--- src/hdl/brmp_pkg.sv ---
// shared constants, command and status types for the binned region mean profile block
package brmp_pkg;

  localparam int MAX_BINS      = 64;
  localparam int BIN_W         = $clog2(MAX_BINS);
  localparam int CFG_W         = 7;
  localparam int DEPTH_W       = 24;
  localparam int LEN_W         = 24;
  localparam int SUM_W         = 48;
  localparam int CNT_W         = 24;
  localparam int MEAN_W        = 32;
  localparam int FRAC_W        = 8;
  localparam int BIN_COUNT_RST = 16;

  // shared restoring divider
  localparam int DIV_DW        = SUM_W + FRAC_W;
  localparam int DIV_VW        = 24;
  localparam int DIV_CNT_W     = $clog2(DIV_DW);

  typedef struct packed {
    logic region_start;
    logic sample_take;
    logic div_width_start;
    logic width_take;
    logic div_pos_start;
    logic pos_take;
    logic acc_read;
    logic acc_write;
    logic out_init;
    logic out_read;
    logic out_div_start;
    logic out_load;
  } brmp_cmd_t;

  typedef struct packed {
    logic div_done;
    logic short_region;
    logic sample_last;
    logic entry_empty;
    logic last_bin;
    logic out_free;
  } brmp_sts_t;

endpackage

--- src/hdl/brmp_ctrl.sv ---
// sequencer: region setup, sample accumulation and per-bin result walk
module brmp_ctrl import brmp_pkg::*; (
  input  logic      clk,
  input  logic      rst_n,
  input  logic      in_valid,
  output logic      in_ready,
  input  brmp_sts_t sts,
  output brmp_cmd_t cmd
);

  typedef enum logic [3:0] {
    ST_IDLE,
    ST_SETUP,
    ST_DIV_W,
    ST_POS_ST,
    ST_DIV_P,
    ST_SAMPLE,
    ST_WRITE,
    ST_ACC,
    ST_OUT_RD,
    ST_OUT_ST,
    ST_OUT_DIV,
    ST_OUT_LOAD
  } state_t;

  state_t state_r;
  state_t state_nxt;

  always_ff @(posedge clk) begin
    if (!rst_n) begin
      state_r <= ST_IDLE;
    end else begin
      state_r <= state_nxt;
    end
  end

  always_comb begin
    state_nxt = state_r;
    cmd       = '0;
    in_ready  = 1'b0;
    unique case (state_r)
      ST_IDLE: begin
        in_ready = 1'b1;
        if (in_valid) begin
          cmd.region_start = 1'b1;
          cmd.sample_take  = 1'b1;
          state_nxt        = ST_SETUP;
        end
      end
      ST_SETUP: begin
        if (sts.short_region) begin
          state_nxt = ST_SAMPLE;
        end else begin
          cmd.div_width_start = 1'b1;
          state_nxt           = ST_DIV_W;
        end
      end
      ST_DIV_W: begin
        if (sts.div_done) begin
          cmd.width_take = 1'b1;
          state_nxt      = ST_POS_ST;
        end
      end
      ST_POS_ST: begin
        cmd.div_pos_start = 1'b1;
        state_nxt         = ST_DIV_P;
      end
      ST_DIV_P: begin
        if (sts.div_done) begin
          cmd.pos_take = 1'b1;
          state_nxt    = ST_SAMPLE;
        end
      end
      ST_SAMPLE: begin
        cmd.acc_read = 1'b1;
        state_nxt    = ST_WRITE;
      end
      ST_WRITE: begin
        cmd.acc_write = 1'b1;
        if (!sts.sample_last) begin
          state_nxt = ST_ACC;
        end else if (sts.short_region) begin
          state_nxt = ST_IDLE;
        end else begin
          cmd.out_init = 1'b1;
          state_nxt    = ST_OUT_RD;
        end
      end
      ST_ACC: begin
        in_ready = 1'b1;
        if (in_valid) begin
          cmd.sample_take = 1'b1;
          cmd.acc_read    = 1'b1;
          state_nxt       = ST_WRITE;
        end
      end
      ST_OUT_RD: begin
        cmd.out_read = 1'b1;
        state_nxt    = ST_OUT_ST;
      end
      ST_OUT_ST: begin
        if (sts.entry_empty) begin
          state_nxt = ST_OUT_LOAD;
        end else begin
          cmd.out_div_start = 1'b1;
          state_nxt         = ST_OUT_DIV;
        end
      end
      ST_OUT_DIV: begin
        if (sts.div_done) begin
          state_nxt = ST_OUT_LOAD;
        end
      end
      ST_OUT_LOAD: begin
        if (sts.out_free) begin
          cmd.out_load = 1'b1;
          state_nxt    = sts.last_bin ? ST_IDLE : ST_OUT_RD;
        end
      end
      default: begin
        state_nxt = ST_IDLE;
      end
    endcase
  end

endmodule

--- config.mk ---
export PLATFORM = sky130hd
export DESIGN_NAME = brmp_ctrl
export DESIGN_NICKNAME = d
export VERILOG_FILES = /design/src/hdl/brmp_pkg.sv /design/src/hdl/brmp_ctrl.sv
export SDC_FILE = /design/constraint.sdc
export NUM_CORES = 1
export LEC_CHECK = 0
export ABC_CLOCK_PERIOD_IN_PS = 4100
export BUFFER_PORTS_ARGS = -buffer_cell sky130_fd_sc_hd__buf_2
export CAP_MARGIN = 30
export CORE_AREA = 2 2 39 41
export CTS_CLUSTER_DIAMETER = 100
export DETAILED_ROUTE_END_ITERATION = 8
export DIE_AREA = 0 0 41 43
export PLACE_DENSITY = 0.65
export SYNTH_ARGS = -nofsm -noshare
export SYNTH_HDL_FRONTEND = slang
export SYNTH_SLANG_ARGS = --single-unit
--- constraint.sdc ---
create_clock -name clk -period 4.1 [get_ports clk]
set_input_delay 0.205 -clock clk [delete_from_list [all_inputs] [get_ports clk]]
set_output_delay 0.205 -clock clk [all_outputs]
set_load 0.02 [all_outputs]
==> impl_metrics.yaml <==
status:
  status: "completed"
logic_synthesis:
  syn_inst: 68
  ys_seq_area_share_pct: 16.8
  synth_edf_count: 0
  syn_area_um2: 477
  synth_warnings: 0
  synth.avg_cell_area_um2: 7.01
  yosys_most_used_dff: "dfxtp_1"
  ys_ff_latch: 4
  async_flop_share_pct: 0
  ys_types: 38
  synth_nets: 77
global_routing:
  grt_max_degree: 22
  grt_pass1_wl_um: 1970
  first_global_vias: 450
  grt.overflow.total: 0
  grtUsageTotal_pct: 16.3
  antenna_found_initial: 0
route:
  via_per_inst: 5.51
  drt_iter0_drc: 5
  wl_per_cell_um: 12.3
  postRouteAntennaNets: 0
  drc: 0
  dr.pass1.iters: 3
  vias: 562
  drt_wl_total_um: 1250
clock_tree:
  numCtsBuffers: 3
  hold_buffers: 0
  clkTransAtPathRegs_ps: 40
  ctsRootBufferMaster: "clkbuf_4"
  cts_setup_buffers: 0
  cts-htree-levels: 1
  cts_resized: 0
  clkLatencyLatePin_ps: 240
  cts_tree: "built"
  clock_sinks: 4
  clock_path_buffers: 2
worst_hold_path:
  hp-start: "rst_n"
  hp-class: "input port to flop"
sta:
  grt_setup_unrepaired: "false"
  final.setup.tns_ps: 0
  fin_crit_sh_pct: 47.2
  setup_violations: 0
  tightest_slew_ps: 609
  fmax_ghz: 0.517
  skew_ps: 6.75
  slew_viol_final: 0
  final.min_clock_period_ps: 1930
  hold_viol_final: 0
  slew_headroom_pct: 59.3
setup_path:
  path_delay_family: "flip-flops"
  cp.arrival_ps: 1730
  critPathBufInv: 1
  cp.required_ps: 3890
  reg2reg_depth: 4
  startpoint: "state_r[1]$_SDFFE_PN0P_"
  cp_num_cells: 4
  rrSetupSlack_ps: 2380
  cp-end-kind: "output pin"
  worstPathCellList: "nand2_1 -> nor3_1 -> and3b_1 -> buf_2"
  crit_fanout: 18
  cp_slowest_stage_delay_ps: 670
  cp-start-kind: "flop"
  endpoint: "cmd[3]"
  critPathKind: "flop to output pin"
  r2r-end: "state_r[0]$_SDFFE_PN0P_"
  worst_path_max_delay_cell: "dfxtp_1"
  timing.rr.start: "state_r[0]$_SDFFE_PN0P_"
finish:
  filler_cell_count: 150
  final_nets: 97
  reg_top3: "state_r x4"
  drive_gt1_share_pct: 34.9
  fin_util_pct: 42.6
  largest_register_ffs: 4
  syn2layout_area_growth_pct: 23.6
  layout_common_cells: "buf_2 (21), nor2_1 (7), nand2_1 (6)"
  ff_latch_area_um2: 80.1
  multiInputGateArea_um2: 347
  layout_commonest_cell: "buf_2"
  antenna_cells: 0
  regMostFlops: "state_r"
placed_design:
  gp_congestion: 0.767
  io_buffers: 21
  dpl.hpwl_um: 902
pwr:
  leakagePower_nw: 0.281
  ir_drop_mv: 0.293
  p_comb_share_pct: 61.0
  seqPwrFrac_pct: 28.0
  p_per_area_nw_per_um2: 750
  power.internal_w: 0.000206
  switchingPower_w: 0.000237
  p_sw_share_pct: 53.5
  power_w: 0.000442
  pwr-share-clk_pct: 11.0
floorplan:
  fp-row-count: 14
  floorplan.initialDensity_pct: 34.4
  die_h_um: 43
  pin_count: 22
  coreArea_um2: 1380
  dieArea_um2: 1760
  die_x_um: 41
flow_run:
  cap_violations: 0
==> area by class of cell <==
type                            count  area share, %
Clock buffer                        3           3.82
Sequential cell                     4           13.6
Timing Repair Buffer               21           17.8
Multi-Input combinational cell     54           58.8
Inverter                            4           2.55
Tap cell                           16           3.40
==> metal layers <==
metal	vias to the layer above	routed length, um	GRT usage [%]
met5	-	0	0
met4	0	0	4.00
met3	0	83	6.28
met2	20	562	22.2
met1	248	605	23.5
li1	294	-	-
==> per-stage QoR <==
step	setup WS [ps]	hold slack, ps	std cells	instance area [um^2]
detailed placement	2410	489	99	567
CTS	2180	240	102	589
finish	2170	251	102	589
global route	2040	243	102	589
global placement	2460	487	99	567
floorplan	2390	332	68	477
==> kinds of logic after synthesis <==
group,after synthesis,synth area share (%)
AND/OR/NAND/NOR,33,38.1
flip-flops,4,16.8
AO/OA/AOI/OAI,20,32.3
multiplexers,1,2.36
buffers and inverters,10,10.5
==> worst register-to-register path: stages, from the launching register on <==
cell      delay [ps]
dfxtp_1          700
nand2b_1         240
o32a_2           400
a21oi_1          180
a311oi_2          60
==> worst min path at each step <==
stage                                         end  slack [ps]  cells past startpoint
final                     state_r[0]$_SDFFE_PN0P_         250                      3
after global routing      state_r[3]$_SDFFE_PN0P_         240                      2
after CTS                 state_r[0]$_SDFFE_PN0P_         240                      3
after detailed placement  state_r[3]$_SDFFE_PN0P_         490                      2
after global placement    state_r[0]$_SDFFE_PN0P_         490                      3
after floorplan           state_r[0]$_SDFFE_PN0P_         330                      2
==> power groups by stage <==
stage          logic (W)  clock network [W]  registers [W]
6_report        0.000270          0.0000488       0.000124
3_5_place_dp    0.000269                  0       0.000123
2_1_floorplan   0.000275                  0      0.0000642
4_1_cts         0.000270          0.0000510       0.000123
5_1_grt         0.000300          0.0000573       0.000134
3_3_place_gp    0.000268                  0       0.000123
==> synth_stat cells (2+ instances only) <==
| cell type | number | area share [%] |
|---|---|---|
| nor4_1 | 2 | 2.6 |
| o21ai_1 | 2 | 2.1 |
| inv_1 | 3 | 2.4 |
| nor2b_1 | 2 | 2.6 |
| o21ai_0 | 3 | 3.1 |
| dfxtp_1 | 4 | 17 |
| nor2_1 | 7 | 5.5 |
| buf_2 | 4 | 4.2 |
| nor3_1 | 3 | 3.1 |
| and3b_1 | 2 | 3.7 |
| nand2_1 | 6 | 4.7 |
| nand3_1 | 3 | 3.1 |
| a21oi_1 | 2 | 2.1 |
(Power assumes the default switching activity.)
